[config.mk]
export PLATFORM = sky130hd
export DESIGN_NAME = telemetry_frame_parser_top
export DESIGN_NICKNAME = d
export VERILOG_FILES = /design/src/rtl/core/tfp_pkg.sv /design/src/rtl/core/tfp_parser.sv /design/src/rtl/core/telemetry_frame_parser_top.sv
export SDC_FILE = /design/constraint.sdc
export NUM_CORES = 1
export LEC_CHECK = 0
export ABC_AREA = 1
export ABC_CLOCK_PERIOD_IN_PS = 25500
export BUFFER_PORTS_ARGS = -buffer_cell sky130_fd_sc_hd__buf_2
export CORE_MARGIN = 4
export CORE_UTILIZATION = 54
export CTS_BUF_LIST = sky130_fd_sc_hd__clkbuf_8
export DETAILED_ROUTE_END_ITERATION = 8
export PLACE_DENSITY = 0.71
export SYNTH_ARGS = -nofsm -noshare
export SYNTH_HDL_FRONTEND = slang
export SYNTH_HIERARCHICAL = 1
export SYNTH_SLANG_ARGS = --single-unit
[constraint.sdc]
create_clock -name clk -period 25.5 [get_ports clk]
set_input_delay 0 -clock clk [delete_from_list [all_inputs] [get_ports clk]]
set_output_delay 0 -clock clk [all_outputs]
set_load 0.02 [all_outputs]
[src/rtl/core/tfp_pkg.sv]
package tfp_pkg;

  localparam logic [7:0] SYNC_RESET  = 8'h16;
  localparam int         PAYLOAD_LEN = 9;

  localparam logic [7:0] HDR_ENCODER = 8'd2;
  localparam logic [7:0] HDR_OBJECT  = 8'd4;

  localparam logic [7:0] COL_GREEN = 8'd0;
  localparam logic [7:0] COL_RED   = 8'd1;

  localparam logic OP_BYTE = 1'b0;
  localparam logic OP_TAKE = 1'b1;

  typedef enum logic [1:0] {
    PH_HUNT    = 2'd0,
    PH_HEADER  = 2'd1,
    PH_PAYLOAD = 2'd2
  } phase_t;

  typedef enum logic [1:0] {
    KIND_ENCODER = 2'd0,
    KIND_BATTERY = 2'd1,
    KIND_OBJECT  = 2'd2
  } kind_t;

  typedef enum logic [1:0] {
    EV_NONE    = 2'd0,
    EV_ENCODER = 2'd1,
    EV_BATTERY = 2'd2,
    EV_OBJECT  = 2'd3
  } event_t;

  typedef struct packed {
    logic       op;
    logic [7:0] rx_byte;
  } in_t;

  typedef struct packed {
    logic [1:0]         event_res;
    logic [31:0]        encoder_sum;
    logic [15:0]        battery_raw;
    logic               green_seen;
    logic signed [31:0] green_x;
    logic signed [31:0] green_y;
    logic               red_seen;
    logic signed [31:0] red_x;
    logic signed [31:0] red_y;
  } out_t;

  function automatic logic [3:0] frame_len(kind_t kind);
    logic [3:0] len;
    case (kind)
      KIND_ENCODER: len = 4'd1;
      KIND_BATTERY: len = 4'd2;
      default:      len = 4'(PAYLOAD_LEN);
    endcase
    return len;
  endfunction

endpackage

[src/rtl/core/tfp_parser.sv]
module tfp_parser (
  input  logic          clk,
  input  logic          rst_n,
  input  logic [7:0]    sync_byte,
  input  logic          item_vld,
  input  tfp_pkg::in_t  item,
  output tfp_pkg::out_t res
);
  import tfp_pkg::*;

  phase_t             phase_r, phase_nxt;
  kind_t              kind_r, kind_nxt;
  logic [3:0]         idx_r, idx_nxt;
  logic [3:0]         idx_inc;
  logic               last_byte;
  logic [7:0]         payload_r [PAYLOAD_LEN];
  logic [7:0]         payload_nxt [PAYLOAD_LEN];
  logic [31:0]        acc_r, acc_nxt;
  logic [15:0]        batt_r, batt_nxt;
  logic [1:0]         vis_r, vis_nxt;
  logic signed [31:0] x_r [2];
  logic signed [31:0] x_nxt [2];
  logic signed [31:0] y_r [2];
  logic signed [31:0] y_nxt [2];
  logic signed [31:0] obj_x, obj_y;
  logic               obj_vis;
  event_t             ev;
  logic [31:0]        sum;

  assign idx_inc   = idx_r + 4'd1;
  assign last_byte = (idx_inc >= frame_len(kind_r));

  // next phase
  always_comb begin
    phase_nxt = phase_r;
    if (item.op == OP_BYTE) begin
      case (phase_r)
        PH_HUNT: begin
          if (item.rx_byte == sync_byte) phase_nxt = PH_HEADER;
        end
        PH_HEADER: begin
          if (item.rx_byte inside {[HDR_ENCODER:HDR_OBJECT]}) phase_nxt = PH_PAYLOAD;
          else phase_nxt = PH_HUNT;
        end
        PH_PAYLOAD: begin
          if (last_byte) phase_nxt = PH_HUNT;
        end
        default: phase_nxt = PH_HUNT;
      endcase
    end
  end

  // datapath and result
  always_comb begin
    kind_nxt    = kind_r;
    idx_nxt     = idx_r;
    payload_nxt = payload_r;
    acc_nxt     = acc_r;
    batt_nxt    = batt_r;
    vis_nxt     = vis_r;
    x_nxt       = x_r;
    y_nxt       = y_r;
    ev          = EV_NONE;
    sum         = 32'd0;
    obj_x       = '0;
    obj_y       = '0;
    obj_vis     = 1'b0;
    if (item.op == OP_TAKE) begin
      sum     = acc_r;
      acc_nxt = 32'd0;
    end else begin
      case (phase_r)
        PH_HEADER: begin
          if (item.rx_byte inside {[HDR_ENCODER:HDR_OBJECT]}) begin
            kind_nxt = kind_t'(2'(item.rx_byte - HDR_ENCODER));
            idx_nxt  = 4'd0;
          end
        end
        PH_PAYLOAD: begin
          if (idx_r < 4'(PAYLOAD_LEN)) payload_nxt[idx_r] = item.rx_byte;
          idx_nxt = last_byte ? 4'd0 : idx_inc;
          if (last_byte) begin
            obj_x   = {payload_nxt[4], payload_nxt[3], payload_nxt[2], payload_nxt[1]};
            obj_y   = {payload_nxt[8], payload_nxt[7], payload_nxt[6], payload_nxt[5]};
            obj_vis = !(obj_x[31] && obj_y[31]);
            case (kind_r)
              KIND_ENCODER: begin
                acc_nxt = acc_r + {24'd0, payload_nxt[0]};
                ev      = EV_ENCODER;
              end
              KIND_BATTERY: begin
                batt_nxt = {payload_nxt[1], payload_nxt[0]};
                ev       = EV_BATTERY;
              end
              default: begin
                ev = EV_OBJECT;
                // unknown colour leaves both objects alone
                if (payload_nxt[0] == COL_GREEN || payload_nxt[0] == COL_RED) begin
                  vis_nxt[payload_nxt[0][0]] = obj_vis;
                  if (obj_vis) begin
                    x_nxt[payload_nxt[0][0]] = obj_x;
                    y_nxt[payload_nxt[0][0]] = obj_y;
                  end
                end
              end
            endcase
          end
        end
        default: ;
      endcase
    end
  end

  always_comb begin
    res.event_res   = ev;
    res.encoder_sum = sum;
    res.battery_raw = batt_nxt;
    res.green_seen  = vis_nxt[0];
    res.green_x     = x_nxt[0];
    res.green_y     = y_nxt[0];
    res.red_seen    = vis_nxt[1];
    res.red_x       = x_nxt[1];
    res.red_y       = y_nxt[1];
  end

  always_ff @(posedge clk) begin
    if (!rst_n) begin
      phase_r <= PH_HUNT;
      kind_r  <= KIND_ENCODER;
      idx_r   <= 4'd0;
      acc_r   <= 32'd0;
      batt_r  <= 16'd0;
      vis_r   <= 2'b00;
      x_r     <= '{default: '0};
      y_r     <= '{default: '0};
    end else if (item_vld) begin
      phase_r <= phase_nxt;
      kind_r  <= kind_nxt;
      idx_r   <= idx_nxt;
      acc_r   <= acc_nxt;
      batt_r  <= batt_nxt;
      vis_r   <= vis_nxt;
      x_r     <= x_nxt;
      y_r     <= y_nxt;
    end
  end

  // payload bytes hold no reset value
  always_ff @(posedge clk) begin
    if (item_vld) begin
      payload_r <= payload_nxt;
    end
  end

endmodule

[src/rtl/core/telemetry_frame_parser_top.sv]
// Telemetry frame parser.
// Input channel in_valid/in_ready/in_data carries one request per received
// serial byte (op byte) or a take of the encoder sum (op take).
// Result channel out_valid/out_ready/out_data returns exactly one result per
// request, in order: the event code, the encoder sum on a take, and the
// current battery code and object coordinates after that request.
// cfg_wr_en/cfg_wr_data write the sync byte; write only while idle.
// A request is accepted into the input register and parsed into the result
// register once the result register is empty or being read.
// Throughput: one request per cycle while the receiver does not stall, set
// by the parse logic between the input register and the result register.
// Reset (synchronous, rst_n low): parser hunts for sync, sync byte 0x16,
// encoder sum, battery code and objects cleared, both channels empty.
// When the receiver stalls the result register holds; one more request
// waits in the input register, after which in_ready drops.
module telemetry_frame_parser_top (
  input  logic          clk,
  input  logic          rst_n,
  input  logic          in_valid,
  output logic          in_ready,
  input  tfp_pkg::in_t  in_data,
  output logic          out_valid,
  input  logic          out_ready,
  output tfp_pkg::out_t out_data,
  input  logic          cfg_wr_en,
  input  logic [7:0]    cfg_wr_data
);
  import tfp_pkg::*;

  logic       in_vld_r, in_vld_nxt;
  in_t        in_r;
  logic       out_vld_r, out_vld_nxt;
  out_t       out_r;
  out_t       res;
  logic [7:0] sync_r;
  logic       advance;
  logic       accept;

  assign advance     = in_vld_r && (!out_vld_r || out_ready);
  assign in_ready    = !in_vld_r || advance;
  assign accept      = in_valid && in_ready;
  assign in_vld_nxt  = accept || (in_vld_r && !advance);
  assign out_vld_nxt = advance || (out_vld_r && !out_ready);

  tfp_parser u_parser (
    .clk       (clk),
    .rst_n     (rst_n),
    .sync_byte (sync_r),
    .item_vld  (advance),
    .item      (in_r),
    .res       (res)
  );

  always_ff @(posedge clk) begin
    if (!rst_n) begin
      in_vld_r  <= 1'b0;
      out_vld_r <= 1'b0;
      sync_r    <= SYNC_RESET;
    end else begin
      in_vld_r  <= in_vld_nxt;
      out_vld_r <= out_vld_nxt;
      if (cfg_wr_en) sync_r <= cfg_wr_data;
    end
  end

  always_ff @(posedge clk) begin
    if (accept) in_r <= in_data;
    if (advance) out_r <= res;
  end

  assign out_valid = out_vld_r;
  assign out_data  = out_r;

endmodule

# == Word-level counts from Yosys, hierarchy flattened ==
# Cells that the tools add are included.
# totals
reg_bits,457
inputBits,22
output_inout_bits,182
# op_classes
add_sub_neg,3
magnitude_cmp,10
eq_ne,8
n_mux,47
bitwise,5
reduce_logical,33
# op_table
operator,n
two-way mux 64 bit,12
two-way mux 72 bit,3
two-way mux 32 bit,5
bitwise mux 64 bit,2
bitwise mux 72 bit,1
two-way mux 16 bit,4
adder 32 x 8 -> 32 bit,1
demux 32 bit (select 1 bit),1
demux 8 bit (select 4 bit),1
two-way mux 2 bit,8
case mux 4 bit (2 select lines),2
AND reduction 4 bit,4
logical AND 1 bit,9
"== test 8 x 1 -> 1 bit, second input constant",1
== test 8 bit,1
"greater-or-equal comparator 8 x 2 -> 1 bit, second input constant",1
"<= comparator 8 x 3 -> 1 bit, second input constant",1
logical NOT 8 bit,1
two-way mux 4 bit,2
two-way mux 8 bit,1
nonzero test 2 bit,4
"!= test 2 x 1 -> 1 bit, second input constant",3
case mux 2 bit (3 select lines),1
"greater-or-equal comparator 5 bit, second input constant",1
other kinds (24),36

# == Longest topological paths before layout ==
# Gate-level depths: netlist of run 1.
# depth
ltp_word,21
ltp_mapped,19
mapped_depth_nobuf,18

# == By module ==
# The synthesis of run 1 kept the hierarchy.
# by_module_without_submodules
module,n_inst,cells_per_inst,area_each_um2,seq_area_each_um2
tfp_parser,1,2237,15278.4,5885.6
telemetry_frame_parser_top,1,237,6069.6,5875.6

# == Worst setup path after synthesis of run 1 ==
# No wires, ideal clock.
# synth_timing
path_kind,flip-flop to flip-flop
startpoint,reg out_vld_r (netlist: out_valid)
endpoint,reg u_parser/payload_r[0] (netlist bit) (enable)
setup_time_ns,0.502
t_arrival_ns,13.117
required_time_ns,24.998
path_slack_ns,11.881
stages_incl_launch_ff,7
period_less_slack_ns,13.619
path_cell_list,dfxtp_1 > a21oi_1 > clkbuf_1 > clkinv_1 > nor2_1 > inv_1 > nor2_1
# synth_via
elab_chain_cells,4
# synth_lines
item,line_no,text
from (decl),telemetry_frame_parser_top.sv:32,"logic out_vld_r, out_vld_nxt;"
from (signal assigned),telemetry_frame_parser_top.sv:61,out_vld_r <= out_vld_nxt;
logical NOT 1 bit,telemetry_frame_parser_top.sv:39,assign advance = in_vld_r && (!out_vld_r || out_ready);
logical OR 1 bit,telemetry_frame_parser_top.sv:39,
logical AND 1 bit,telemetry_frame_parser_top.sv:39,
net advance,telemetry_frame_parser_top.sv:36,logic advance;
AND reduction 3 bit (no line),n/a,
to (signal assigned),tfp_parser.sv:151,payload_r <= payload_nxt;
to (decl),tfp_parser.sv:16,logic [7:0] payload_r [PAYLOAD_LEN];
# The timed path passes the listed nets, and every way through them passes these cells.
# A chain may end at the register's enable or synchronous reset.

# == Worst setup path in the final report of run 1 ==
# layout_timing
startpoint,reg in_vld_r
endpoint,reg u_parser/payload_r[67] (netlist bit) (enable)
# layout_via
elab_chain_cells,2
# layout_lines
item,line_no,text
from (decl),telemetry_frame_parser_top.sv:30,"logic in_vld_r, in_vld_nxt;"
from (signal assigned),telemetry_frame_parser_top.sv:60,in_vld_r <= in_vld_nxt;
logical AND 1 bit,telemetry_frame_parser_top.sv:39,
net advance,telemetry_frame_parser_top.sv:36,
AND reduction 3 bit (no line),n/a,
# The timed path passes the listed nets, and every way through them passes these cells.

==> results.yml, run 1 <==
cts:
  cts_buffer_depth: 3
  clk_latency_ps: 620
  cts_sinks: 457
  cts_buffers: 77
  clkTransAtPathRegs_ps: 60
  root_buffer: "clkbuf_8"
  post_cts_resize_count: 0
  ctsHtreeMaxLevel: 3
  cts_tree: "yes"
placement:
  port_buffers: 203
  gp_congestion: 0.902
  place_inst: 3077
  hpwl_mm: 33.5
critical_path:
  arrival_ps: 4640
  worst-path-max-fanout: 58
  path_buf_inv: 5
  worstPathCellList: "inv_1 -> a21oi_4 -> buf_4 -> clkinv_1 -> nor2_1 -> inv_1 -> nor2_4 -> buf_4"
  critPathTopFamily: "buffers and inverters"
  crit_path_max_incr_delay_ps: 960
  worst_setup_path_end_kind: "flip-flop"
  critical_path_class: "reg -> reg"
  crit_required_ps: 25730
  cp_slowest_cell: "clkinv_1"
  critPathLaunchType: "flip-flop"
floorplanning:
  rows: 72
  die_height_microns: 207
  die_x_microns: 207
  initial_core_util: 0.550
  dieArea_sq_mm: 0.0428
  ioPinCount: 204
  coreArea_sq_mm: 0.0388
yosys:
  synth.most_common_cell: "inv_1"
  synth_top_area_share: 0.367
  syn_area_sq_mm: 0.0213
  ys_types: 42
  synth_warnings: 6
  synth_top_area_cell: "edfxtp_1"
  synth_common_cells: "521 x inv_1, 430 x nand2_1, 261 x edfxtp_1, 228 x o21ai_0, 196 x dfxtp_1"
  syn-num-nets: 2515
  synth_async_sr_flop_share: 0
  syn_avg_cell_area_sq_um: 8.63
  synth_seq_cells: 457
  ys_seq_area_frac: 0.551
  synth_area_leaders: "edfxtp_1 37%, dfxtp_1 18%, inv_1 9.2%"
  synth_edf_count: 261
  ys.flop_type: "edfxtp_1"
  postSynthCellCount: 2474
timing:
  max_freq_mhz: 227
  whs_ps: 94.3
  hold_viol: 0
  final.min_clock_period_ps: 4400
  max_slew_margin: 0.195
  skew_ps: 21.0
  slew_viol_final: 0
  setup_tns_ps: 0
  finalSetupViolations: 0
  rsz0062_at_grt: "no"
  tightest_slew_ps: 1200
  period_share: 0.173
power:
  power_w: 0.00160
  p_leak_nw: 11.5
  powerDensity_mw_per_mm2: 65.6
  vdd_drop_max_mv: 0.0399
finish:
  final_layout_size_suffix_gt1_frac: 0.193
  stdcell_count: 3254
  syn_to_final_growth_pct: 14.4
  num-nets-final: 2716
  fillers: 3269
  n_antenna_cell: 0
  fin_util: 0.629
grt:
  first_global_vias: 16300
  grt_max_degree: 217
  overflow: 0
  grt_pass1_wl_mm: 84.0
  grt.busiest_layer: "met2"
  antenna_found_initial: 0
  gr-usage-all-layers: 0.244
  grtUsageMet2: 0.398
  grtUsageMet3: 0.0455
  grtUsageMet1: 0.326
routing:
  wl_mm: 53.3
  viasPerCell: 5.23
  wl_per_cell_microns: 16.4
  first_pass_iters: 7
  drc_errors: 0
  drt_iter0_drc: 1376
  dr_total_vias: 17000
  drtAntennaViolNets: 0
worst_hold_path:
  hold_path.class: "in -> reg"
outcome:
  status: "complete, no violations"
run:
  maxCapViolCount: 0
## power by group
part / internal (W) / switching, W
Clock: 0.000343 / 0.000291
Combinational: 0.0000428 / 0.0000932
Sequential: 0.000814 / 0.0000176
## worst reg2reg max path, cell delays in order (launching register included)
cell and delay [ps]:
dfxtp_1 350, inv_1 90, a21oi_4 110, buf_4 620, clkinv_1 1010, nor2_1 420
inv_1 160, nor2_4 530, buf_4 670
## cell usage in the layout, fill, tap and decap left out, types with 10 or more instances in the layout
cell type      count
dlygate4sd3_1     37
clkinv_1          10
ha_1              18
inv_1            555
dfxtp_1          196
o21ai_1           18
nor2_1            72
edfxtp_1         261
nand2_1          429
nand4_1           94
nand3_1          118
a21oi_1          127
buf_2            202
nand2_2          128
clkbuf_8          91
buf_4             15
nor3_1            11
a21oi_2           59
o21ai_0          228
## through the flow
stage	cell area, sq um	setup WS [ps]
floorplan	21300	11880
global placement	22500	21280
detailed placement	22500	21150
CTS	24400	21140
global route	24400	20610
finish	24400	21100
## area by class of cell
cell class | instances | area, sq um | share of cell area
clock buffers | 91 | 1250 | 0.0513
clock inverters | 49 | 246 | 0.0101
inverters | 527 | 1990 | 0.0813
multi-input cells | 1357 | 7010 | 0.287
flip-flops and latches | 457 | 11800 | 0.482
well taps | 518 | 648 | 0.0265
repair buffers | 255 | 1510 | 0.0620
## kinds of logic after synthesis
kind of cell               Yosys count  share of synthesized area
DFF                                457                      0.551
AOI/OAI and AO/OA                  447                      0.118
and+or+nand+nor                    881                      0.193
adders and majority gates           19                     0.0115
xor gates and xnor gates            10                    0.00410
buffers and inverters              660                      0.123
## sequential cells by signal, indices dropped and copies added, names as in the netlist, 8 cells and up
name	cells
in_r	9
u_parser/y_r	64
u_parser/payload_r	72
u_parser/batt_r	16
out_data	180
sync_r	8
u_parser/acc_r	32
u_parser/x_r	64
## final timing paths
kind,slack (ps),endpoint,cells after the start,startpoint
max,21100,u_parser/payload_r[67],8,in_vld_r
max reg2reg,21100,u_parser/payload_r[67],8,in_vld_r
min,90,in_r[6],2,in_data[6]
min reg2reg,480,u_parser/kind_r[0],2,u_parser/kind_r[0]
## timing repair
action / 4_1_cts / 5_1_grt
buffers inserted: 0 / 0
endpoints found under the hold margin: 39 / 0
hold buffers: 37 / 0
## per-layer routing
metal  wire length (microns)  share of wire
met5                       0              0
met4                    1710          0.032
met2                   24900           0.47
met1                   23100           0.43
met3                    3610          0.068
Note: power is estimated with default switching activity, not from simulation.
==> inputs of run 2 (changes only) <==
Settings changed: ABC_CLOCK_PERIOD_IN_PS 25500 to 3850, PLACE_DENSITY 0.71 to 0.74.
Clock period 25.5 ns to 3.85 ns, I/O delays scaled along.
==> results.yml, run 2 (synthesized netlist as in run 1, its figures left out) <==
outcome:
  status: "complete, no violations"
placement:
  port_buffers: 203
  hpwl_mm: 35.3
  gp_congestion: 0.878
  post-place-ws_ps: 518
worst_hold_path:
  hold_start: "in_data[5]"
  min_path_cells: 2
  hold_path.class: "in -> reg"
  hold_end: "in_r[5]"
finish:
  fillers: 3252
  n_antenna_cell: 0
  num-nets-final: 2732
  multi_input_area_sq_mm: 0.00702
  seq_area_sq_mm: 0.0118
  layout_commonest_cell: "inv_1"
  syn_to_final_growth_pct: 15.3
  final_cell_mix: "551 x inv_1, 429 x nand2_1, 261 x edfxtp_1, 226 x o21ai_0, 202 x buf_2"
  final_layout_size_suffix_gt1_frac: 0.201
  largest_register_ffs: 180
timing:
  rsz0062_at_grt: "no"
  skew_ps: 36.3
  slew_viol_final: 0
  max_freq_mhz: 294
  finalSetupViolations: 0
  tightest_slew_ps: 1020
  hold_viol: 0
  final.min_clock_period_ps: 3410
  max_slew_margin: 0.318
  period_share: 0.885
  worst_slack_ps: 445
  whs_ps: 103
  setup_tns_ps: 0
cts:
  cts_buffer_depth: 3
  root_buffer: "clkbuf_8"
  post_cts_buffers: 0
  clkTransAtPathRegs_ps: 60
  cts_buffers: 77
  clk_latency_ps: 630
  cts_sinks: 457
  ctsHtreeMaxLevel: 3
  cts_tree: "yes"
routing:
  drc_errors: 0
  first_pass_iters: 5
  viasPerCell: 5.27
  drtAntennaViolNets: 0
  wl_per_cell_microns: 16.8
  wl_mm: 54.9
  dr_total_vias: 17200
  drt_iter0_drc: 1249
critical_path:
  critPathTopFamily: "simple AND/OR/NAND/NOR gates"
  path_buf_inv: 2
  arrival_ps: 3940
  worstReg2RegStart: "u_parser/idx_r[2]"
  worst_setup_path_end_kind: "flip-flop"
  cp_slowest_cell: "buf_4"
  worst-path-max-fanout: 70
  crit_required_ps: 4390
  crit_path_max_incr_delay_ps: 700
  worstPathCellList: "nor2_4 -> nand2_1 -> o21ai_4 -> buf_4 -> nand4_4 -> buf_12 -> nand2_2 -> nand2_2 -> a21oi_2"
  cpMostUsedCell: "nand2_2"
  rrSetupSlack_ps: 440
  worst-r2r-cell-count: 9
  critPathLaunchType: "flip-flop"
  critical_path_class: "reg -> reg"
  r2r-end: "u_parser/x_r[0]"
grt:
  overflow: 0
  grtUsageMet3: 0.0509
  first_global_vias: 16300
  grtUsageMet1: 0.333
  grt_pass1_wl_mm: 85.8
  antenna_found_initial: 0
  grtUsageMet2: 0.414
  grt_max_degree: 168
  gr-usage-all-layers: 0.252
  grt.busiest_layer: "met2"
floorplanning:
  rows: 72
  die_x_microns: 207
  dieArea_sq_mm: 0.0428
  ioPinCount: 204
  die_height_microns: 207
  initial_core_util: 0.550
  coreArea_sq_mm: 0.0388
run:
  maxCapViolCount: 0
power:
  powerDensity_mw_per_mm2: 429
  power_w: 0.0106
  vdd_drop_max_mv: 0.286
  p_leak_nw: 11.6
-- run 2: changes by cell type in the layout (fill, tap and decap cells not counted), moves of 2 or more --
cell | previous run | this run
buf_4 | 15 | 25
o21ai_0 | 228 | 226
clkinv_2 | 5 | 8
inv_1 | 555 | 551
bufinv_16 | 2 | 0
o21ai_1 | 18 | 20
buf_12 | 1 | 7
-- run 2: final cells by class --
type	instances	area share
sequential	457	0.478
multi-input combinational	1357	0.285
inverter	527	0.0807
timing repair buffer	271	0.0695
clock buffer	92	0.0515
tap	518	0.0263
clock inverter	49	0.00864
-- run 2: worst max path at each step --
stage | slack, ps | startpoint | to | depth (start not counted)
floorplan | -1720 | out_valid | u_parser/payload_r[0] | 6
global placement | 630 | u_parser/idx_r[0] | out_data[58] | 11
detailed placement | 520 | u_parser/idx_r[0] | u_parser/y_r[12] | 11
CTS | 500 | u_parser/idx_r[0] | u_parser/y_r[12] | 11
global route | 180 | u_parser/idx_r[0] | u_parser/acc_r[27] | 16
finish | 440 | u_parser/idx_r[2] | u_parser/x_r[0] | 9
-- run 2: timing repair --
action                    in CTS  in global routing
hold endpoints to repair      53                  0
gates resized for setup        0                  0
hold buffers                  37                  0
-- run 2: stage by stage --
| stage | std cells | area (sq um) | utilization |
|---|---|---|---|
| 5_1_grt | 3271 | 24600 | 0.634 |
| 3_3_place_gp | 3093 | 22800 | 0.586 |
| 2_1_floorplan | 2474 | 21400 | - |
| 3_5_place_dp | 3093 | 22800 | 0.586 |
| 6_report | 3271 | 24600 | 0.634 |
| 4_1_cts | 3271 | 24600 | 0.634 |
-- run 2: layer usage --
| metal | vias up | wire length [microns] |
|---|---|---|
| met5 | - | 0 |
| met4 | 0 | 1730 |
| met3 | 128 | 4150 |
| met2 | 651 | 26300 |
| met1 | 8066 | 22700 |
| li1 | 8377 | - |
-- run 2: report_power, final --
group | switching [W] | internal (W) | leakage [nW] | total (W)
clock network | 0.00195 | 0.00217 | 0.876 | 0.00413
registers | 0.000103 | 0.00539 | 3.96 | 0.00549
logic | 0.000640 | 0.000293 | 6.77 | 0.000933
total | 0.00270 | 0.00786 | 11.6 | 0.0106
